--- config.mk ---
export PLATFORM = sky130hd
export DESIGN_NAME = i2c_master_register_access_core
export DESIGN_NICKNAME = d
export VERILOG_FILES = /design/src/rtl/core/i2cm_pkg.sv /design/src/rtl/core/i2cm_ram.sv /design/src/rtl/core/i2cm_front.sv /design/src/rtl/core/i2cm_back.sv /design/src/rtl/core/i2c_master_register_access_core.sv
export SDC_FILE = /design/constraint.sdc
export NUM_CORES = 1
export LEC_CHECK = 0
export BUFFER_PORTS_ARGS = -buffer_cell sky130_fd_sc_hd__buf_2
export CORE_MARGIN = 4
export CORE_UTILIZATION = 30
export DETAILED_ROUTE_END_ITERATION = 10
export SLEW_MARGIN = 40
export SYNTH_ARGS = -nofsm -noshare
export SYNTH_HDL_FRONTEND = slang
export SYNTH_SLANG_ARGS = --single-unit
--- constraint.sdc ---
create_clock -name clk -period 13.25 [get_ports clk]
set_input_delay 1.325 -clock clk [delete_from_list [all_inputs] [get_ports clk]]
set_output_delay 1.325 -clock clk [all_outputs]
set_load 0.05 [all_outputs]
--- src/rtl/core/i2cm_pkg.sv ---
`default_nettype none
package i2cm_pkg;

	localparam int MAX_BYTES_DEF = 16;
	localparam logic [7:0] QD_RESET = 8'd5;
	localparam logic [7:0] ADDR_MASK = 8'hFE;
	localparam logic [7:0] MSB_MASK = 8'h80;
	localparam logic RW_BIT_READ = 1'b1;
	localparam logic RW_BIT_WRITE = 1'b0;

	localparam logic [2:0] ST_OK = 3'd0;
	localparam logic [2:0] ST_WR_ADDR_NACK = 3'd1;
	localparam logic [2:0] ST_WR_REG_NACK = 3'd2;
	localparam logic [2:0] ST_RD_ADDR_NACK = 3'd3;
	localparam logic [2:0] ST_RD_REG_NACK = 3'd4;
	localparam logic [2:0] ST_RD_ADDRR_NACK = 3'd5;

	typedef enum logic [1:0] {
		FN_PUSH = 2'd0,
		FN_START_WR = 2'd1,
		FN_START_RD = 2'd2,
		FN_TICK = 2'd3
	} kind_t;

	typedef enum logic [4:0] {
		PH_IDLE = 5'd0,
		PH_START = 5'd1,
		PH_AW_TX = 5'd2,
		PH_AW_ACK = 5'd3,
		PH_REG_TX = 5'd4,
		PH_REG_ACK = 5'd5,
		PH_DAT_TX = 5'd6,
		PH_DAT_ACK = 5'd7,
		PH_RSTART = 5'd8,
		PH_AR_TX = 5'd9,
		PH_AR_ACK = 5'd10,
		PH_RX_PRE = 5'd11,
		PH_RX_BIT = 5'd12,
		PH_RX_ANS = 5'd13,
		PH_STOP = 5'd14
	} phase_t;

	typedef struct packed {
		kind_t kind;
		logic [6:0] dev_addr;
		logic [7:0] reg_addr;
		logic [7:0] data_byte;
		logic [4:0] count;
		logic sda;
	} item_t;

	typedef struct packed {
		logic scl;
		logic scl_oe;
		logic sda;
		logic sda_oe;
	} pins_t;

	localparam pins_t PINS_IDLE = '{scl: 1'b1, scl_oe: 1'b0, sda: 1'b1, sda_oe: 1'b0};

endpackage
`default_nettype wire

--- src/rtl/core/i2cm_ram.sv ---
`default_nettype none
module i2cm_ram #(
	parameter int WIDTH = 8,
	parameter int DEPTH = 16,
	localparam int AW = (DEPTH > 1) ? $clog2(DEPTH) : 1
) (
	input wire logic clk,
	input wire logic we,
	input wire logic [AW-1:0] waddr,
	input wire logic [WIDTH-1:0] wdata,
	input wire logic [AW-1:0] raddr,
	output logic [WIDTH-1:0] rdata
);
	logic [WIDTH-1:0] mem_q [DEPTH];

	always_ff @(posedge clk) begin
		if (we) begin
			mem_q[waddr] <= wdata;
		end
		rdata <= mem_q[raddr];
	end
endmodule
`default_nettype wire

--- src/rtl/core/i2cm_front.sv ---
`default_nettype none
module i2cm_front import i2cm_pkg::*; #(
	parameter int MAX_BYTES = MAX_BYTES_DEF
) (
	input wire logic clk,
	input wire logic arst_n,
	input wire logic in_valid,
	output logic in_ready,
	input wire logic [1:0] func,
	input wire logic [6:0] dev_addr,
	input wire logic [7:0] reg_addr,
	input wire logic [7:0] data_byte,
	input wire logic [4:0] byte_count,
	input wire logic sda_in,
	input wire logic q_pop,
	output logic q_valid,
	output item_t q_item
);
	item_t ent_q [2];
	logic wr_ptr_q;
	logic rd_ptr_q;
	logic [1:0] cnt_q;
	item_t cls;
	logic push;
	logic [4:0] cnt_clamp;

	always_comb begin
		cls.kind = kind_t'(func);
		cls.dev_addr = dev_addr;
		cls.reg_addr = reg_addr;
		cls.data_byte = data_byte;
		cls.sda = sda_in;
		cnt_clamp = (32'(byte_count) > MAX_BYTES) ? 5'(MAX_BYTES) : byte_count;
		if (kind_t'(func) == FN_START_RD && cnt_clamp == 5'd0) begin
			cnt_clamp = 5'd1;
		end
		cls.count = cnt_clamp;
	end

	assign in_ready = (cnt_q != 2'd2);
	assign push = in_valid && in_ready;
	assign q_valid = (cnt_q != 2'd0);
	assign q_item = ent_q[rd_ptr_q];

	always_ff @(posedge clk) begin
		if (push) begin
			ent_q[wr_ptr_q] <= cls;
		end
	end

	always_ff @(posedge clk or negedge arst_n) begin
		if (!arst_n) begin
			wr_ptr_q <= 1'b0;
			rd_ptr_q <= 1'b0;
			cnt_q <= 2'd0;
		end else begin
			if (push) begin
				wr_ptr_q <= ~wr_ptr_q;
			end
			if (q_pop) begin
				rd_ptr_q <= ~rd_ptr_q;
			end
			cnt_q <= cnt_q + {1'b0, push} - {1'b0, q_pop};
		end
	end
endmodule
`default_nettype wire

--- src/rtl/core/i2cm_back.sv ---
`default_nettype none
module i2cm_back import i2cm_pkg::*; #(
	parameter int MAX_BYTES = MAX_BYTES_DEF
) (
	input wire logic clk,
	input wire logic arst_n,
	input wire logic cfg_we,
	input wire logic [7:0] cfg_wdata,
	input wire logic q_valid,
	input wire item_t q_item,
	output logic q_pop,
	output logic out_valid,
	input wire logic out_ready,
	output logic scl_out,
	output logic scl_oe,
	output logic sda_out,
	output logic sda_oe,
	output logic [7:0] rd_data,
	output logic rd_valid,
	output logic done_res,
	output logic [2:0] status,
	output logic [4:0] bytes_done
);
	localparam int AW = (MAX_BYTES > 1) ? $clog2(MAX_BYTES) : 1;
	localparam int CW = $clog2(MAX_BYTES + 1);

	logic [7:0] qd_q;
	phase_t phase_q, n_phase;
	logic [1:0] slot_q, n_slot;
	logic [7:0] delay_q, n_delay;
	logic [2:0] bit_q, n_bit;
	logic [7:0] shift_q, n_shift;
	logic [CW-1:0] byte_q, n_byte;
	logic [CW-1:0] fill_q, n_fill;
	logic [6:0] taddr_q, n_taddr;
	logic [7:0] treg_q, n_treg;
	logic [CW-1:0] goal_q, n_goal;
	logic rd_q, n_rd;
	logic [2:0] stat_q, n_stat;
	logic nack_q, n_nack;
	pins_t pins_q, n_pins;
	logic out_valid_q;
	logic enter;
	logic o_rvalid;
	logic [7:0] o_rdata;
	logic o_done;
	logic ram_we;
	logic [AW-1:0] ram_raddr;
	logic [7:0] ram_rdata;
	logic [CW-1:0] byte_inc;
	logic [1:0] last_slot;

	function automatic pins_t pins_for(phase_t ph, logic [1:0] sl, logic [7:0] sh,
	                                   logic ans_nack);
		pins_t p;
		p = PINS_IDLE;
		case (ph)
			PH_START, PH_RSTART: begin
				p = '{scl: (sl < 2'd2), scl_oe: 1'b1, sda: (sl == 2'd0), sda_oe: 1'b1};
			end
			PH_AW_TX, PH_REG_TX, PH_DAT_TX, PH_AR_TX: begin
				p = '{scl: (sl == 2'd1), scl_oe: 1'b1, sda: |(sh & MSB_MASK), sda_oe: 1'b1};
			end
			PH_AW_ACK, PH_REG_ACK, PH_DAT_ACK, PH_AR_ACK, PH_RX_BIT: begin
				p = '{scl: (sl < 2'd2), scl_oe: 1'b1, sda: 1'b1, sda_oe: 1'b0};
			end
			PH_RX_PRE: begin
				p = '{scl: 1'b0, scl_oe: 1'b1, sda: 1'b1, sda_oe: 1'b0};
			end
			PH_RX_ANS: begin
				p = '{scl: (sl == 2'd1), scl_oe: 1'b1, sda: ans_nack, sda_oe: 1'b1};
			end
			PH_STOP: begin
				p = '{scl: 1'b1, scl_oe: 1'b1, sda: sl[0], sda_oe: 1'b1};
			end
			default: begin
				p = PINS_IDLE;
			end
		endcase
		return p;
	endfunction

	assign q_pop = q_valid && (!out_valid_q || out_ready);
	assign byte_inc = byte_q + CW'(1);
	assign ram_raddr = (phase_q == PH_DAT_ACK) ? byte_inc[AW-1:0] : AW'(0);
	assign ram_we = q_pop && q_item.kind == FN_PUSH && phase_q == PH_IDLE
		&& 32'(fill_q) < MAX_BYTES;

	i2cm_ram #(.WIDTH(8), .DEPTH(MAX_BYTES)) u_wbuf (
		.clk(clk),
		.we(ram_we),
		.waddr(fill_q[AW-1:0]),
		.wdata(q_item.data_byte),
		.raddr(ram_raddr),
		.rdata(ram_rdata)
	);

	always_comb begin
		case (phase_q)
			PH_RX_PRE: last_slot = 2'd0;
			PH_STOP: last_slot = 2'd1;
			default: last_slot = 2'd2;
		endcase
	end

	always_comb begin
		n_phase = phase_q;
		n_slot = slot_q;
		n_delay = delay_q;
		n_bit = bit_q;
		n_shift = shift_q;
		n_byte = byte_q;
		n_fill = fill_q;
		n_taddr = taddr_q;
		n_treg = treg_q;
		n_goal = goal_q;
		n_rd = rd_q;
		n_stat = stat_q;
		n_nack = nack_q;
		n_pins = pins_q;
		enter = 1'b0;
		o_rvalid = 1'b0;
		o_rdata = 8'd0;
		o_done = 1'b0;
		if (q_pop) begin
			if (q_item.kind == FN_TICK) begin
				if (phase_q != PH_IDLE) begin
					if (delay_q > 8'd1) begin
						n_delay = delay_q - 8'd1;
					end else begin
						n_delay = 8'd0;
						if (slot_q == 2'd0) begin
							if (phase_q == PH_AW_ACK || phase_q == PH_REG_ACK
								|| phase_q == PH_DAT_ACK || phase_q == PH_AR_ACK) begin
								n_nack = q_item.sda;
							end
							if (phase_q == PH_RX_BIT) begin
								n_shift = {shift_q[6:0], q_item.sda};
								if (bit_q == 3'd7) begin
									o_rvalid = 1'b1;
									o_rdata = n_shift;
								end
							end
						end
						if (phase_q == PH_STOP && slot_q >= 2'd1) begin
							n_pins = PINS_IDLE;
							o_done = 1'b1;
							n_phase = PH_IDLE;
							n_slot = 2'd0;
						end else if (slot_q < last_slot) begin
							n_slot = slot_q + 2'd1;
							enter = 1'b1;
						end else begin
							enter = 1'b1;
							n_slot = 2'd0;
							case (phase_q)
								PH_START: begin
									n_shift = {n_taddr, RW_BIT_WRITE} & ADDR_MASK;
									n_bit = 3'd0;
									n_phase = PH_AW_TX;
								end
								PH_AW_TX, PH_REG_TX, PH_DAT_TX, PH_AR_TX: begin
									if (bit_q < 3'd7) begin
										n_bit = bit_q + 3'd1;
										n_shift = {shift_q[6:0], 1'b0};
									end else begin
										n_phase = phase_t'(phase_q + 5'd1);
									end
								end
								PH_AW_ACK: begin
									if (n_nack) begin
										n_stat = rd_q ? ST_RD_ADDR_NACK : ST_WR_ADDR_NACK;
										n_phase = PH_STOP;
									end else begin
										n_shift = treg_q;
										n_bit = 3'd0;
										n_phase = PH_REG_TX;
									end
								end
								PH_REG_ACK: begin
									if (n_nack) begin
										n_stat = rd_q ? ST_RD_REG_NACK : ST_WR_REG_NACK;
										n_phase = PH_STOP;
									end else if (rd_q) begin
										n_phase = PH_RSTART;
									end else if (goal_q == '0) begin
										n_stat = ST_OK;
										n_phase = PH_STOP;
									end else begin
										n_shift = ram_rdata;
										n_bit = 3'd0;
										n_phase = PH_DAT_TX;
									end
								end
								PH_DAT_ACK: begin
									if (n_nack) begin
										n_stat = (byte_inc == goal_q) ? ST_OK : ST_WR_REG_NACK;
										n_phase = PH_STOP;
									end else begin
										n_byte = byte_inc;
										if (byte_inc >= goal_q) begin
											n_stat = ST_OK;
											n_phase = PH_STOP;
										end else begin
											n_shift = ram_rdata;
											n_bit = 3'd0;
											n_phase = PH_DAT_TX;
										end
									end
								end
								PH_RSTART: begin
									n_shift = ({taddr_q, RW_BIT_WRITE} & ADDR_MASK)
										| {7'd0, RW_BIT_READ};
									n_bit = 3'd0;
									n_phase = PH_AR_TX;
								end
								PH_AR_ACK: begin
									if (n_nack) begin
										n_stat = ST_RD_ADDRR_NACK;
										n_phase = PH_STOP;
									end else begin
										n_phase = PH_RX_PRE;
									end
								end
								PH_RX_PRE: begin
									n_bit = 3'd0;
									n_shift = 8'd0;
									n_phase = PH_RX_BIT;
								end
								PH_RX_BIT: begin
									if (bit_q < 3'd7) begin
										n_bit = bit_q + 3'd1;
									end else begin
										n_byte = byte_inc;
										n_phase = PH_RX_ANS;
									end
								end
								PH_RX_ANS: begin
									if (byte_q >= goal_q) begin
										n_stat = ST_OK;
										n_phase = PH_STOP;
									end else begin
										n_phase = PH_RX_PRE;
									end
								end
								default: begin
									n_phase = PH_IDLE;
								end
							endcase
						end
					end
				end
			end else if (phase_q == PH_IDLE) begin
				if (q_item.kind == FN_PUSH) begin
					if (ram_we) begin
						n_fill = fill_q + CW'(1);
					end
				end else begin
					n_rd = (q_item.kind == FN_START_RD);
					if (q_item.kind == FN_START_WR) begin
						n_fill = '0;
					end
					n_taddr = q_item.dev_addr;
					n_treg = q_item.reg_addr;
					n_goal = CW'(q_item.count);
					n_byte = '0;
					n_bit = 3'd0;
					n_shift = 8'd0;
					n_stat = ST_OK;
					n_nack = 1'b0;
					n_phase = PH_START;
					n_slot = 2'd0;
					enter = 1'b1;
				end
			end
		end
		if (enter) begin
			n_pins = pins_for(n_phase, n_slot, n_shift, n_byte >= n_goal);
			n_delay = (qd_q == 8'd0) ? 8'd1 : qd_q;
		end
	end

	always_ff @(posedge clk or negedge arst_n) begin
		if (!arst_n) begin
			qd_q <= QD_RESET;
			phase_q <= PH_IDLE;
			slot_q <= 2'd0;
			delay_q <= 8'd0;
			bit_q <= 3'd0;
			shift_q <= 8'd0;
			byte_q <= '0;
			fill_q <= '0;
			taddr_q <= 7'd0;
			treg_q <= 8'd0;
			goal_q <= '0;
			rd_q <= 1'b0;
			stat_q <= ST_OK;
			nack_q <= 1'b0;
			pins_q <= PINS_IDLE;
			out_valid_q <= 1'b0;
		end else begin
			if (cfg_we) begin
				qd_q <= cfg_wdata;
			end
			phase_q <= n_phase;
			slot_q <= n_slot;
			delay_q <= n_delay;
			bit_q <= n_bit;
			shift_q <= n_shift;
			byte_q <= n_byte;
			fill_q <= n_fill;
			taddr_q <= n_taddr;
			treg_q <= n_treg;
			goal_q <= n_goal;
			rd_q <= n_rd;
			stat_q <= n_stat;
			nack_q <= n_nack;
			pins_q <= n_pins;
			if (q_pop) begin
				out_valid_q <= 1'b1;
			end else if (out_ready) begin
				out_valid_q <= 1'b0;
			end
		end
	end

	always_ff @(posedge clk) begin
		if (q_pop) begin
			scl_out <= n_pins.scl;
			scl_oe <= n_pins.scl_oe;
			sda_out <= n_pins.sda;
			sda_oe <= n_pins.sda_oe;
			rd_data <= o_rdata;
			rd_valid <= o_rvalid;
			done_res <= o_done;
			status <= o_done ? n_stat : ST_OK;
			bytes_done <= o_done ? 5'(n_byte) : 5'd0;
		end
	end

	assign out_valid = out_valid_q;
endmodule
`default_nettype wire

--- src/rtl/core/i2c_master_register_access_core.sv ---
// I2C master for register writes and reads, driven by a stream of command beats.
// Input channel (in_valid/in_ready) carries func, dev_addr, reg_addr, data_byte,
// byte_count and sda_in. Func selects push of a write byte, start write, start
// read or a time tick. Every input beat yields exactly one output beat on the
// out_valid/out_ready channel with the pin levels, any received byte, and the
// done flag with status and byte count when a transaction finishes.
// Input beats enter a two-entry queue; the engine takes one beat per cycle while
// the output register is free or being read and places its result there. When
// the receiver stalls, the result is held, the queue fills and in_ready drops
// after at most two more beats. The write buffer is a RAM with a registered read
// port that is prefetched one byte ahead. The user must write quarter_delay through
// cfg_we/cfg_wdata only while idle; the block itself does not enforce this. Reset
// empties the queue, sets quarter_delay to 5 and returns the engine to idle; the
// pin outputs are not reset and no clearing pass runs.
`default_nettype none
module i2c_master_register_access_core import i2cm_pkg::*; #(
	parameter int MAX_BYTES = MAX_BYTES_DEF
) (
	input wire logic clk,
	input wire logic arst_n,
	input wire logic cfg_we,
	input wire logic [7:0] cfg_wdata,
	input wire logic in_valid,
	output logic in_ready,
	input wire logic [1:0] func,
	input wire logic [6:0] dev_addr,
	input wire logic [7:0] reg_addr,
	input wire logic [7:0] data_byte,
	input wire logic [4:0] byte_count,
	input wire logic sda_in,
	output logic out_valid,
	input wire logic out_ready,
	output logic scl_out,
	output logic scl_oe,
	output logic sda_out,
	output logic sda_oe,
	output logic [7:0] rd_data,
	output logic rd_valid,
	output logic done_res,
	output logic [2:0] status,
	output logic [4:0] bytes_done
);
	logic q_valid;
	logic q_pop;
	item_t q_item;

	i2cm_front #(.MAX_BYTES(MAX_BYTES)) u_front (
		.clk(clk),
		.arst_n(arst_n),
		.in_valid(in_valid),
		.in_ready(in_ready),
		.func(func),
		.dev_addr(dev_addr),
		.reg_addr(reg_addr),
		.data_byte(data_byte),
		.byte_count(byte_count),
		.sda_in(sda_in),
		.q_pop(q_pop),
		.q_valid(q_valid),
		.q_item(q_item)
	);

	i2cm_back #(.MAX_BYTES(MAX_BYTES)) u_back (
		.clk(clk),
		.arst_n(arst_n),
		.cfg_we(cfg_we),
		.cfg_wdata(cfg_wdata),
		.q_valid(q_valid),
		.q_item(q_item),
		.q_pop(q_pop),
		.out_valid(out_valid),
		.out_ready(out_ready),
		.scl_out(scl_out),
		.scl_oe(scl_oe),
		.sda_out(sda_out),
		.sda_oe(sda_oe),
		.rd_data(rd_data),
		.rd_valid(rd_valid),
		.done_res(done_res),
		.status(status),
		.bytes_done(bytes_done)
	);

`ifndef SYNTHESIS
	a_released: assert property (@(posedge clk) disable iff (!arst_n)
		out_valid && (!scl_oe || !sda_oe) |-> (scl_oe || scl_out) && (sda_oe || sda_out))
		else $error("released line not reported high");
	a_excl: assert property (@(posedge clk) disable iff (!arst_n)
		out_valid |-> !(done_res && rd_valid))
		else $error("done and received byte in one beat");
	a_status: assert property (@(posedge clk) disable iff (!arst_n)
		out_valid && !done_res |-> status == ST_OK && bytes_done == 5'd0)
		else $error("status without done");
	a_pop: assert property (@(posedge clk) disable iff (!arst_n)
		q_pop |=> out_valid)
		else $error("taken beat produced no result");
`endif
endmodule
`default_nettype wire

# After elaboration in Yosys (flattened, before gate mapping)
# Memories as Yosys holds them, arrays and structs flattened. A register that Yosys moved wholly into a read port is not among the register bits.
# Cells that the tools add are included.
classes:
  addsub: 8
  order_cmp: 10
  eq_ne: 50
  n_mux: 145
  n_bitwise: 8
  n_reduce_logical: 40
op_table:
  columns: ["op", "n"]
  rows:
  - ["two-way mux 8 bit", 23]
  - ["two-way mux 5 bit", 32]
  - ["two-way mux 3 bit", 33]
  - ["equality test 5 x 4 -> 1 bit (second input constant)", 14]
  - ["case mux 8 bit (7 select lines)", 1]
  - ["case mux 5 bit (10 select lines)", 1]
  - ["equality test 5 x 3 -> 1 bit (second input constant)", 8]
  - ["two-way mux 4 bit", 10]
  - ["two-way mux 1 bit", 30]
  - ["case mux 3 bit (5 select lines)", 2]
  - ["case mux 4 bit (6 select lines)", 1]
  - ["!= test 3 bit (second input constant)", 7]
  - ["equality test 5 x 2 -> 1 bit (second input constant)", 4]
  - ["two-way mux 2 bit", 10]
  - ["adder 5 x 1 -> 5 bit (second input constant)", 3]
  - ["greater-or-equal comparator 5 bit", 3]
  - ["logical NOT 5 bit", 3]
  - ["AND reduction 15 bit", 1]
  - ["OR reduction 5 bit", 3]
  - ["nonzero test 2 bit", 7]
  - ["equality test 5 x 1 -> 1 bit (second input constant)", 2]
  - ["!= test 2 bit (second input constant)", 5]
  - ["case mux 5 bit (2 select lines)", 1]
  - ["AND reduction 5 bit", 2]
  - ["32 further kinds", 55]
word_totals:
  ff_bits: 100
  ram_bits: 190
  input_bits: 44
  out_inout_bits: 24
  mem_count: 2
memory_table:
  columns: ["name", "words", "width", "read_ports", "rd_clocked_by_memory_dff", "write_ports", "line", "text"]
  rows:
  - ["u_back.u_wbuf.mem_q", 16, 8, 1, 1, 1, "i2cm_ram.sv:14", "logic [WIDTH-1:0] mem_q [DEPTH];"]
  - ["u_front.ent_q", 2, 31, 1, 0, 1, "i2cm_front.sv:19", "item_t ent_q [2];"]

# Logic depth before layout (Yosys ltp)
# Gate-level depths: netlist of run 1.
depth:
  depth_word: 22
  mapped_depth: 22

# By module
# A second synthesis of run 1 with hierarchy kept.
unflattened:
  hier_cells: 963
  hier_area_um2: 13893.3
modules_own_cells:
  columns: ["module", "instances", "cells_each", "area_per_inst_um2"]
  rows:
  - ["i2cm_back", 1, 613, 6123.4]
  - ["i2cm_ram", 1, 229, 5147.4]
  - ["i2cm_front", 1, 121, 2622.5]

# Least setup slack after synthesis of run 1
# Ideal clock, no wire load.
synth_timing:
  path_kind: "input to register"
  start: "input port out_ready"
  end: "register u_back.sda_out, data pin"
  setup_time_ns: 0.269
  arrival_ns: 5.159
  slack_ns: 7.822
  path_stages: 15
  cell_sequence: "nor2b_1 nor2_1 nand3_1 clkbuf_1 clkbuf_1 o21ai_0 ha_1 nand2b_1 a21o_1 a21o_1 a21oi_1 nor2b_1 o31ai_1 a221oi_1 o41a_1"
synth_lines:
  columns: ["item", "line", "text"]
  rows:
  - ["from (decl)", "i2c_master_register_access_core.sv:32", "input wire logic out_ready,"]
  - ["to (signal assigned)", "i2cm_back.sv:331", "sda_out <= n_pins.sda;"]
  - ["to (decl)", "i2cm_back.sv:16", "output logic sda_out,"]

==> implementation parameters, run 1 <==
Parameter                              Value

Clock network
  Number of buffers added to fix hold violations after cts ... 0
  Root cell of the clock tree ... sky130_fd_sc_hd__clkbuf_16
  CTS H-Tree Depth ... 2
  Clock tree from TritonCTS ... done
  Max Root-Sink Buffers ... 3
  Post-cts resize count ... 0
  Latest clock arrival within the worst-skew pair ... about 0.55 ns
  Clock edge transition at the registers on the reported setup and hold paths ... 0.06 ns
  Clock Sinks ... 298
  Post-CTS setup-driven buffer insertion count ... 0
  Number of buffers added by the clock tree synthesis step ... 34

Flow run
  Number of max-cap violations ... 0

Logic synthesis
  Ranking of synthesized cells by area ... sky130_fd_sc_hd__edfxtp_1, sky130_fd_sc_hd__dfrtp_1, sky130_fd_sc_hd__nand2_1, sky130_fd_sc_hd__mux2i_1, sky130_fd_sc_hd__ha_1
  Post-Syn Instances ... approximately 1,200
  Share of the synthesized area in the top cell type ... 0.448
  Fraction of registers with async set or reset after synthesis ... 0.262
  Synth Area per Inst ... 11.7 um2
  Net count after synthesis ... ~1,300
  Number of distinct library cell variants in the gate-level netlist after synthesis ... 95
  Cell area after synthesis ... between 10,000 and 15,000 um2
  Post-synthesis sequential area ratio ... 0.597
  #FFs+latches synth ... slightly below 300
  Synth Warn # ... 0
  Number of enable flip-flop cells after synthesis ... ~210
  Top cell type by total area after synthesis ... sky130_fd_sc_hd__edfxtp_1
  Predominant post-synthesis flop cell ... sky130_fd_sc_hd__edfxtp_1

Timing
  Unrepaired setup endpoints after global routing ... false
  Max frequency ... approximately 190 MHz
  Worst setup skew after layout ... 0.0357 ns
  Pins Over Slew Limit ... 0
  Worst-case headroom to the max-slew limit ... 0.434
  Setup-violating endpoint count in the final report ... 0
  Measured slew at the worst slew-check pin ... 0.845 ns
  Final period demand of the worst path ... 5.32 ns
  Final-layout setup total negative slack ... 0 ns
  Part of the cycle the worst path needs ... 0.402
  Number of failing hold endpoints at the final stage ... 0

Drt
  Wirelength, routed ... 36,600 um
  Iter 0 DRT Violations ... 1,030
  Number of remaining DRC errors ... 0
  Remaining number of nets flagged by the antenna check after routing ... 0
  Via count ... about 10,000
  Length of the first detailed-routing pass in iterations ... 5
  WL/cell ... about 19 um
  Detail-routed via count per cell ... between 5 and 6

Placed design
  HPWL after DPL ... between 20,000 and 30,000 um
  Gpl congestion ... ~0.9
  Port-buffer cells ... 67
  Dpl cells ... 1,844

Finish
  Count of inserted antenna diode cells ... 0
  Multi-input combinational cell area ... roughly 5400 um2
  P&R area growth vs syn ... 14.8%
  Commonest cells after routing, fill and taps aside ... sky130_fd_sc_hd__edfxtp_1, sky130_fd_sc_hd__nand2_1, sky130_fd_sc_hd__dfrtp_1, sky130_fd_sc_hd__nor2_1, sky130_fd_sc_hd__buf_2
  Register cell area after layout ... about 8500 um2
  Fin nets ... between 1,000 and 1,500
  Non-filler cells in the finished layout ... around 1,900
  Share of cells above drive strength 1 ... 0.159
  Total of fill cells in the finished design ... 4,605
  Most common library cell in the layout ignoring fill and taps ... sky130_fd_sc_hd__edfxtp_1

Die
  Die Wd ... 226 um
  Initial core utilization ... 0.305
  Placeable Area ... about 47,000 um2
  I/O pin count ... 68
  Height of the chip ... 226 um
  DIE AREA ... ~51,000 um2
  Row count ... 79

Critical path
  Most common cell type on the critical path ... sky130_fd_sc_hd__ha_1
  Required arrival time at the worst endpoint ... about 14 ns
  Largest fanout on the critical path ... 14
  Arrival time of data at the critical path endpoint ... approximately 5.6 ns
  CP cell instances ... ha_1 -> nand2b_1 -> a21oi_1 -> ha_1 -> nor4bb_1 -> a21oi_2 -> and3_2 -> o21ai_1 -> a221oi_1 -> o21ai_0 -> a22oi_1 -> ha_1 -> nand2b_1 -> a21o_1 -> a21o_1 -> a21oi_1 -> nor2b_1 -> o31ai_1 -> a221oi_1 -> o41a_1
  Critical path launch point type ... register
  Critical path type ... reg -> reg
  Max incr delay on CP ... 0.51 ns
  Critical Path Sink Type ... register
  Critical-path cell with the highest stage delay ... sky130_fd_sc_hd__ha_1

Power and ir drop
  Peak supply drop ... roughly 0.12 mV
  Lkg Pwr ... 6.05 nW
  Power density cells ... 180 nW/um2

Global routing
  Remaining global-route overflow ... 0
  Pin count of the biggest net entering global routing ... 67
  Antenna violations before repair ... 0
  Via count of the first global-routing pass ... ~9,800
  First-pass GRT wire length ... between 50,000 and 60,000 um
  Total routing usage reported by global routing ... 0.143

Min path
  Worst hold path class ... reg -> reg

Run status
  Run status ... finished, final reports clean
## synth_stat cells, drive strengths merged (12+ instances only)
master,instances
edfxtp,212
nand2,166
dfrtp,74
nor2,73
o21ai,68
a21oi,65
nand3,63
mux2i,53
ha,38
clkbuf,37
and2,35
inv,35
mux2,27
nor3,26
buf,20
a31oi,13
nand2b,13
and3,12
## where the power goes
part           switching, mW  total [mW]  internal [mW]
Sequential            0.0693        1.27           1.20
Combinational          0.520       0.749          0.229
Clock                  0.390       0.922          0.532
## critical path: cells and delay by family (launching register included)
kind / cells / cell delay [ns]
AO/OA/AOI/OAI: 12 / 2.85
adder cells (fa/ha/maj): 3 / 0.98
flip-flops: 1 / 0.46
AND/OR/NAND/NOR: 5 / 0.78
## through the flow
step           instance area, um2  worst slack (ns)  utilization  power (mW)  hold WS (ns)
2_1_floorplan               14200              7.82            -        1.79         0.437
3_3_place_gp                15200              8.15        0.325        2.02         0.456
3_5_place_dp                15200              7.99        0.326        2.03         0.465
4_1_cts                     16300              7.98        0.349        2.97         0.482
5_1_grt                     16300              7.54        0.350        3.10         0.503
6_report                    16300              7.93        0.350        2.94         0.476
## state kept, by name, indices dropped and copies added (netlist names), 2 cells and up
register,flops
u_back.u_wbuf.mem_q,128
u_front.ent_q,62
u_back.delay_q,8
u_back.qd_q,8
u_back.rd_data,8
u_back.shift_q,8
u_back.treg_q,8
u_back.u_wbuf.rdata,8
u_back.taddr_q,7
u_back.byte_q,5
u_back.bytes_done,5
u_back.fill_q,5
u_back.goal_q,5
u_back.phase_q,5
u_back.pins_q,4
u_back.bit_q,3
u_back.stat_q,3
u_back.status,3
u_back.slot_q,2
u_front.cnt_q,2
## per-layer routing
layer / part of all wire / track usage / routed length [um]
met5: 0 / 0 / 0
met2: 0.45 / 0.217 / 16300
met3: 0.067 / 0.0308 / 2460
met4: 0.027 / 0.0522 / 1000
met1: 0.46 / 0.202 / 16800
## layout make-up
cell class | instances | share of cell area
clock buffer | 44 | 0.0557
inverter | 37 | 0.00851
tap | 607 | 0.0466
sequential | 298 | 0.520
clock inverter | 18 | 0.0117
multi-input combinational | 822 | 0.331
timing repair buffer | 80 | 0.0269
## worst paths after layout
kind                                     end              start  slack, ns  cells after the start
max                           u_back.sda_out  u_back.phase_q[1]       7.93                     20
min                         u_back.pins_q[0]   u_back.pins_q[0]       0.48                      2
max reg2reg                   u_back.sda_out  u_back.phase_q[1]       7.93                     20
min reg2reg                 u_back.pins_q[0]   u_back.pins_q[0]       0.48                      2
max in group asynchronous   u_back.goal_q[2]             arst_n      11.72                      2
min in group asynchronous  u_back.delay_q[2]             arst_n       0.62                      1
## kinds of logic after synthesis
logic type,Yosys count,share of synthesized area
XOR/XNOR,11,0.00678
adder cells (fa/ha/maj),38,0.0334
flip-flops,298,0.597
AO/OA/AOI/OAI,249,0.119
buffers and inverters,94,0.0267
multiplexers,84,0.0656
AND/OR/NAND/NOR,440,0.152
Note: power is estimated with default switching activity, not from simulation.
==> run 2: changes to the inputs <==
Settings changed: ABC_AREA set to 1.
Clock period 13.25 ns to 5.5 ns, I/O delays scaled along.
==> run 2 against run 1 <==
Net effect: first-iteration DRC count fell by 16%; combinational power rose to 2.8 times the previous value; clock power up 120%; critical path type unchanged; largest cell class unchanged; highest routed layer unchanged.
==> implementation parameters, run 2 <==
Parameter                              Value

Global routing
  Antenna violations before repair ... 0 (unchanged)
  First-pass GRT wire length ... 55,400 um (-2.8%)
  Total routing usage reported by global routing ... 0.136 (-0.00671)
  Remaining global-route overflow ... 0 (unchanged)
  Via count of the first global-routing pass ... 9,920 (+0.74%)
  Pin count of the biggest net entering global routing ... 61 (-9.0%)

Drt
  WL/cell ... 16.9 um (-12%)
  Detail-routed via count per cell ... 4.88 (-5.9%)
  Via count ... 10,000 (+1.1%)
  Remaining number of nets flagged by the antenna check after routing ... 0 (unchanged)
  Iter 0 DRT Violations ... 868 (-16%)
  Wirelength, routed ... 34,600 um (-5.2%)
  Number of remaining DRC errors ... 0 (unchanged)
  Length of the first detailed-routing pass in iterations ... 5 (unchanged)

Placed design
  Gpl congestion ... 0.932 (+3.5%)
  Placed Area ... 15,000 um2 (-1.4%)
  HPWL after DPL ... 24,300 um (-4.4%)
  Worst slack, placed ... 1.11 ns (-6.88 ns)
  Dpl cells ... 1,990 (+7.9%)
  Port-buffer cells ... 67 (unchanged)

Finish
  Fin nets ... 1,506 (+11%)
  P&R area growth vs syn ... 14.7% (about the same)
  Share of cells above drive strength 1 ... 0.135 (-0.0232)
  Count of inserted antenna diode cells ... 0 (unchanged)
  Non-filler cells in the finished layout ... 2,048 (+7.5%)
  Most common library cell in the layout ignoring fill and taps ... sky130_fd_sc_hd__nand2_1
  Layout Utilization ... 0.350 (+0.000743)
  Commonest cells after routing, fill and taps aside ... sky130_fd_sc_hd__nand2_1, sky130_fd_sc_hd__edfxtp_1, sky130_fd_sc_hd__nor2_1, sky130_fd_sc_hd__inv_1, sky130_fd_sc_hd__o21ai_0
  Layout Cell Area excl Fill ... 16,000 um2 (-1.9%)
  Biggest registers after layout ... u_back.u_wbuf.mem_q x128, u_front.ent_q x62
  Flip-flop count of the largest register, all copies and words added ... 128 (unchanged)
  Most flop-heavy register ... u_back.u_wbuf.mem_q

Critical path
  Critical path launch point type ... register
  Critical Path Sink Type ... register
  Required arrival time at the worst endpoint ... 5.83 ns (-7.69 ns)
  Largest fanout on the critical path ... 8 (-6)
  Arrival time of data at the critical path endpoint ... 4.75 ns (-0.84 ns)
  Critical path type ... reg -> reg
  R2R depth ... 27 (+35%)

Clock network
  Latest clock arrival within the worst-skew pair ... 0.58 ns (+0.03 ns)
  Post-cts resize count ... 0 (unchanged)
  Clock edge transition at the registers on the reported setup and hold paths ... 0.06 ns (about the same)
  Clock tree from TritonCTS ... done
  Root cell of the clock tree ... sky130_fd_sc_hd__clkbuf_16
  CTS H-Tree Depth ... 1 (-1)
  Clock Sinks ... 298 (unchanged)
  Number of buffers added by the clock tree synthesis step ... 31 (-8.8%)
  Max Root-Sink Buffers ... 3 (unchanged)

Timing
  Max frequency ... 226 MHz (+20%)
  Pins Over Slew Limit ... 0 (unchanged)
  Final-layout setup total negative slack ... 0 ns (unchanged)
  Number of failing hold endpoints at the final stage ... 0 (unchanged)
  Part of the cycle the worst path needs ... 0.805 (+0.403)
  Setup-violating endpoint count in the final report ... 0 (unchanged)
  Measured slew at the worst slew-check pin ... 0.825 ns (-0.0195 ns)
  Unrepaired setup endpoints after global routing ... false
  Final WS setup ... 1.07 ns (-6.85 ns)
  Worst setup skew after layout ... 0.0117 ns (-0.0240 ns)
  Worst-case headroom to the max-slew limit ... 0.448 (+0.0136)
  Final period demand of the worst path ... 4.43 ns (-0.898 ns)
  Worst hold slack ... 0.158 ns (-0.318 ns)

Logic synthesis
  Basic-gate share of the synthesized area counting and, or, nand and nor cells ... 0.167 (+0.0151)
  Post-Syn Instances ... 1,350 (+11%)
  Share of the synthesized area in the top cell type ... 0.456 (+0.00852)
  Synth Warn # ... 0 (unchanged)
  Top post-synthesis cells by count ... sky130_fd_sc_hd__nand2_1, sky130_fd_sc_hd__edfxtp_1, sky130_fd_sc_hd__nor2_1, sky130_fd_sc_hd__inv_1, sky130_fd_sc_hd__o21ai_0
  Net count after synthesis ... 1,432 (+10%)
  Mux share of post-synthesis cell area ... 0.0196 (-0.0459)
  Combinational family with the most area after synthesis ... simple AND/OR/NAND/NOR gates
  #FFs+latches synth ... 298 (unchanged)
  Number of enable flip-flop cells after synthesis ... 212 (unchanged)
  Synth Area per Inst ... 10.3 um2 (-12%)
  Post-synthesis sequential area ratio ... 0.608 (+0.0113)
  Most frequent cell after synthesis ... sky130_fd_sc_hd__nand2_1
  Synth Area in Compound Gates ... 0.116 (-0.00250)
  Synth Area in Adders ... 0.0341 (+0.000636)
  Cell area after synthesis ... 13,900 um2 (-1.9%)
  Area share of xor/xnor cells in the synthesized design ... 0.00502 (-0.00175)
  Fraction of registers with async set or reset after synthesis ... 0.262 (unchanged)
  Predominant post-synthesis flop cell ... sky130_fd_sc_hd__edfxtp_1
  Ranking of synthesized cells by area ... sky130_fd_sc_hd__edfxtp_1, sky130_fd_sc_hd__dfrtp_1, sky130_fd_sc_hd__nand2_1, sky130_fd_sc_hd__nor2_1, sky130_fd_sc_hd__ha_1
  Number of distinct library cell variants in the gate-level netlist after synthesis ... 56 (-41%)
  Top cell type by total area after synthesis ... sky130_fd_sc_hd__edfxtp_1

Power and ir drop
  Lkg Pwr ... 6.35 nW (+5.0%)
  Peak supply drop ... 0.277 mV (+130%)
  Total power consumption of the routed design ... 7.35 mW (+150%)
  Power density cells ... 459 nW/um2 (+160%)

Die
  I/O pin count ... 68 (unchanged)
  Placeable Area ... 45,700 um2 (-2.1%)
  Die Wd ... 224 um (-0.90%)
  Row count ... 78 (-1.3%)
  Initial core utilization ... 0.305 (+0.000736)
  Height of the chip ... 224 um (-0.90%)
  DIE AREA ... 50,000 um2 (-1.8%)

Run status
  Run status ... finished, final reports clean

Flow run
  Number of max-cap violations ... 0 (unchanged)

Min path
  Number of cells traversed by the worst hold path ... 1 (-1)
  Worst hold path class ... in -> reg
run 2: cell count changes after synthesis, moves of 29 or more:
cell and delta:
sky130_fd_sc_hd__and2_1 -35, sky130_fd_sc_hd__nand2_1 +118, sky130_fd_sc_hd__mux2i_1 -29, sky130_fd_sc_hd__nor2_1 +58
sky130_fd_sc_hd__o221ai_1 +29, sky130_fd_sc_hd__inv_1 +88
run 2: logic make-up after synthesis:
logic type | after synthesis
and+or+nand+nor | 541
DFF | 298
AOI/OAI and AO/OA | 258
buffers and inverters | 180
adders and majority gates | 38
muxes | 27
xor gates and xnor gates | 8
run 2: path summary, 6_finish.rpt:
kind | start | endpoint | slack (ns)
min reg2reg | u_back.taddr_q[4] | u_back.taddr_q[4] | 0.48
min | dev_addr[3] | u_front.ent_q[1][25] | 0.16
max reg2reg | u_back.phase_q[0] | u_back.sda_out | 1.07
min in group asynchronous | arst_n | u_back.phase_q[0] | 0.41
max | u_back.phase_q[0] | u_back.sda_out | 1.07
max in group asynchronous | arst_n | u_back.fill_q[3] | 4.25
run 2: final cells by class:
| type | instances | area (um2) |
|---|---|---|
| timing repair buffer | 82 | 457 |
| tap | 600 | 751 |
| clock buffer | 39 | 806 |
| fill | 4598 | 29700 |
| multi-input combinational | 872 | 4800 |
| sequential | 298 | 8480 |
| clock inverter | 18 | 184 |
| inverter | 139 | 522 |
run 2: repair_timing:
item / 4_1_cts / 5_1_grt
endpoints found under the hold margin: 17 / 0
hold buffers: 1 / 0
buffers inserted: 0 / 0
run 2: worst max-delay path: stages (launching register included):
cell                       delay, ns
sky130_fd_sc_hd__dfrtp_1        0.52
sky130_fd_sc_hd__inv_1          0.14
sky130_fd_sc_hd__ha_1           0.23
sky130_fd_sc_hd__inv_1          0.07
sky130_fd_sc_hd__nor2_1         0.06
sky130_fd_sc_hd__nand2_1        0.13
sky130_fd_sc_hd__nand2_1        0.07
sky130_fd_sc_hd__ha_1           0.27
sky130_fd_sc_hd__o21ai_1        0.05
sky130_fd_sc_hd__inv_1          0.06
sky130_fd_sc_hd__nor2_2         0.05
sky130_fd_sc_hd__nor2_1         0.18
sky130_fd_sc_hd__nand2_1        0.16
sky130_fd_sc_hd__nor2_1         0.20
sky130_fd_sc_hd__nand2_1        0.13
sky130_fd_sc_hd__o311ai_0       0.42
sky130_fd_sc_hd__nand2_1        0.14
sky130_fd_sc_hd__ha_1           0.31
sky130_fd_sc_hd__a21oi_1        0.15
sky130_fd_sc_hd__o21bai_1       0.08
sky130_fd_sc_hd__a21oi_1        0.13
sky130_fd_sc_hd__o21bai_1       0.13
sky130_fd_sc_hd__nand2_1        0.09
sky130_fd_sc_hd__nand2_1        0.05
sky130_fd_sc_hd__nor2_1         0.10
sky130_fd_sc_hd__nand2_1        0.05
sky130_fd_sc_hd__nor2_1         0.12
sky130_fd_sc_hd__a21oi_2        0.07
run 2: power by group:
group / switching, mW / internal [mW] / total [mW]
Combinational: 1.57 / 0.538 / 2.11
Clock: 0.863 / 1.18 / 2.04
Sequential: 0.218 / 2.98 / 3.20
Total: 2.65 / 4.70 / 7.35
run 2: per-layer routing:
metal  vias up  track usage  wire [um]
met5         -            0          0
met4         0       0.0422        919
met3        62       0.0215       2000
met2       307        0.211      15300
met1      4770        0.197      16400
li1       4861            -          -
==> run 3: changes to the inputs <==
Clock period 5.5 ns to 3.6 ns, I/O delays scaled along.
==> run 3 against run 2 <==
Net effect: the flow now finishes with violations (negative setup slack); largest power group unchanged; critical path type unchanged; largest cell class unchanged; utilization is 2.8 points higher; sequential cell count is the same; worst hold slack got worse by 0.11 ns; critical endpoint unchanged.
==> implementation parameters, run 3 (synthesis gave the netlist of run 2 again) <==
Parameter                              Value

Finish
  Commonest cells after routing, fill and taps aside ... sky130_fd_sc_hd__nand2_1, sky130_fd_sc_hd__edfxtp_1, sky130_fd_sc_hd__inv_1, sky130_fd_sc_hd__nor2_1, sky130_fd_sc_hd__buf_4
  Register cell area after layout ... 8480 um2 (about the same)
  Most flop-heavy register ... u_back.u_wbuf.mem_q
  Most common library cell in the layout ignoring fill and taps ... sky130_fd_sc_hd__nand2_1
  Share of cells above drive strength 1 ... 0.216 (+0.0805)
  Fin nets ... 1,633 (+8.4%)
  Count of inserted antenna diode cells ... 0 (unchanged)
  Biggest registers after layout ... u_back.u_wbuf.mem_q x128, u_front.ent_q x62
  Total of fill cells in the finished design ... 4,467 (-2.8%)
  Flip-flop count of the largest register, all copies and words added ... 128 (unchanged)
  P&R area growth vs syn ... 23.8%
  Multi-input combinational cell area ... 5030 um2 (+4.7%)

Drt
  Iter 0 DRT Violations ... 781 (-10%)
  WL/cell ... 16.7 um (-1.2%)
  Number of remaining DRC errors ... 0 (unchanged)
  Via count ... 10,527 (+5.3%)
  Remaining number of nets flagged by the antenna check after routing ... 0 (unchanged)
  Detail-routed via count per cell ... 4.84 (-0.88%)
  Length of the first detailed-routing pass in iterations ... 5 (unchanged)
  Wirelength, routed ... 36,300 um (+4.9%)

Power and ir drop
  Power density cells ... 667 nW/um2 (+45%)
  Peak supply drop ... 0.376 mV (+36%)
  Lkg Pwr ... 6.97 nW (+9.6%)
  Total power consumption of the routed design ... 11.5 mW (+57%)

Critical path
  Critical path launch point type ... register
  Critical Path Sink Type ... register
  Max incr delay on CP ... 0.43 ns (-0.09 ns)
  Required arrival time at the worst endpoint ... 3.93 ns (-1.90 ns)
  Largest fanout on the critical path ... 4 (-4)
  Critical-path cell with the highest stage delay ... sky130_fd_sc_hd__dfrtp_1
  R2R depth ... 31 (+15%)
  Arrival time of data at the critical path endpoint ... 4.00 ns (-0.75 ns)
  Capturing point of the worst reg2reg path ... u_back.sda_out
  Critical path type ... reg -> reg
  Flop-to-flop setup slack ... -0.06 ns (-1.14 ns)
  Startpoint of the worst register-to-register path ... u_back.phase_q[1]
  Most common cell type on the critical path ... sky130_fd_sc_hd__nand2_1

Die
  Row count ... 78 (unchanged)
  DIE AREA ... 50,000 um2 (unchanged)
  Initial core utilization ... 0.305 (unchanged)
  I/O pin count ... 68 (unchanged)
  Placeable Area ... 45,700 um2 (unchanged)
  Die Wd ... 224 um (unchanged)
  Height of the chip ... 224 um (unchanged)

Timing
  Max frequency ... 273 MHz (+21%)
  Part of the cycle the worst path needs ... 1.02 (+0.213)
  Unrepaired setup endpoints after global routing ... true
  Final period demand of the worst path ... 3.66 ns (-0.761 ns)
  Setup-violating endpoint count in the final report ... 1 (+1)
  Number of failing hold endpoints at the final stage ... 0 (unchanged)
  Final WS setup ... -0.0639 ns (-1.14 ns)
  Worst hold slack ... 0.0472 ns (-0.111 ns)
  Worst setup skew after layout ... 0.0106 ns (-0.00107 ns)
  Pins Over Slew Limit ... 0 (unchanged)
  Worst-case headroom to the max-slew limit ... 0.515 (+0.0675)
  Measured slew at the worst slew-check pin ... 0.726 ns (-0.100 ns)

Min path
  Endpoint of the worst hold path ... u_back.qd_q[1]
  Number of cells traversed by the worst hold path ... 3 (+2)
  Worst Min Path Start ... cfg_wdata[1]
  Worst hold path class ... in -> reg

Run status
  Run status ... finished, violations left
  Violated checks ... negative setup slack

Global routing
  First-pass GRT wire length ... 57,400 um (+3.7%)
  Antenna violations before repair ... 0 (unchanged)
  Remaining global-route overflow ... 0 (unchanged)
  Via count of the first global-routing pass ... 10,473 (+5.6%)
  Pin count of the biggest net entering global routing ... 79 (+30%)
  Total routing usage reported by global routing ... 0.141 (+0.00456)

Placed design
  HPWL after DPL ... 24,900 um (+2.4%)
  Port-buffer cells ... 67 (unchanged)
  Gpl congestion ... 0.925 (-0.80%)

Clock network
  Latest clock arrival within the worst-skew pair ... 0.58 ns (about the same)
  Root cell of the clock tree ... sky130_fd_sc_hd__clkbuf_16
  CTS H-Tree Depth ... 1 (unchanged)
  Clock Sinks ... 298 (unchanged)
  Clock edge transition at the registers on the reported setup and hold paths ... 0.07 ns (about the same)
  Number of buffers added by the clock tree synthesis step ... 30 (-3.2%)
  Max Root-Sink Buffers ... 3 (unchanged)
  Clock tree from TritonCTS ... done

Flow run
  Number of max-cap violations ... 0 (unchanged)
run 3: stage by stage:
step                      cells  setup TNS (ns)   util  cell area [um2]  worst slack (ns)
after floorplan            1350               0      -            14000            0.0234
after global placement     2069          -0.154  0.341            15600            -0.154
after detailed placement   2069          -0.221  0.341            15600            -0.200
after CTS                  2175          -0.229  0.373            17000            -0.121
after global routing       2175          -0.610  0.378            17300            -0.366
final                      2175         -0.0639  0.378            17300           -0.0639
run 3: worst max-delay path, delay by kind of cell (launching register included):
family | cells | cell delay [ns]
compound gates | 7 | 0.71
fa+ha+maj | 3 | 0.66
buf+inv | 4 | 0.28
flops | 1 | 0.43
simple gates | 17 | 1.38
run 3: power by group:
| part | internal, mW | switching [mW] |
|---|---|---|
| Clock | 1.69 | 1.36 |
| Combinational | 1.06 | 2.55 |
| Sequential | 4.55 | 0.317 |
| Total | 7.30 | 4.22 |
run 3: area by class of cell:
| type | instances | share of cell area |
|---|---|---|
| clock buffers | 35 | 0.0446 |
| clock inverters | 21 | 0.0113 |
| inverters | 139 | 0.0304 |
| multi-input cells | 872 | 0.291 |
| flip-flops and latches | 298 | 0.491 |
| well taps | 600 | 0.0435 |
| repair buffers | 210 | 0.0877 |
run 3: metal layers:
layer / GRT usage / share of wire / vias to the layer above
met5: 0 / 0 / -
met4: 0.0447 / 0.024 / 0
met3: 0.0152 / 0.050 / 59
met2: 0.216 / 0.44 / 307
met1: 0.209 / 0.48 / 5054
li1: - / - / 5107
run 3: how the worst max path moves through the flow:
stage                       from              to  slack [ns]  depth (start not counted)
6_report       u_back.phase_q[1]  u_back.sda_out       -0.06                         31
5_1_grt        u_back.phase_q[1]  u_back.sda_out       -0.37                         31
3_5_place_dp   u_back.phase_q[0]  u_back.sda_out       -0.20                         26
4_1_cts        u_back.phase_q[1]  u_back.sda_out       -0.12                         31
2_1_floorplan   u_front.rd_ptr_q  u_back.sda_out        0.02                         24
3_3_place_gp   u_back.phase_q[0]  u_back.sda_out       -0.15                         26
run 3: repair_timing:
| item | CTS | global route |
|---|---|---|
| hold endpoints to repair | 133 | 0 |
| endpoints found under the setup margin | 2 | 14 |
| buffers inserted | 16 | 5 |
| pin swaps | 22 | 40 |
| gates resized for setup | 14 | 58 |
| hold buffers | 34 | 0 |
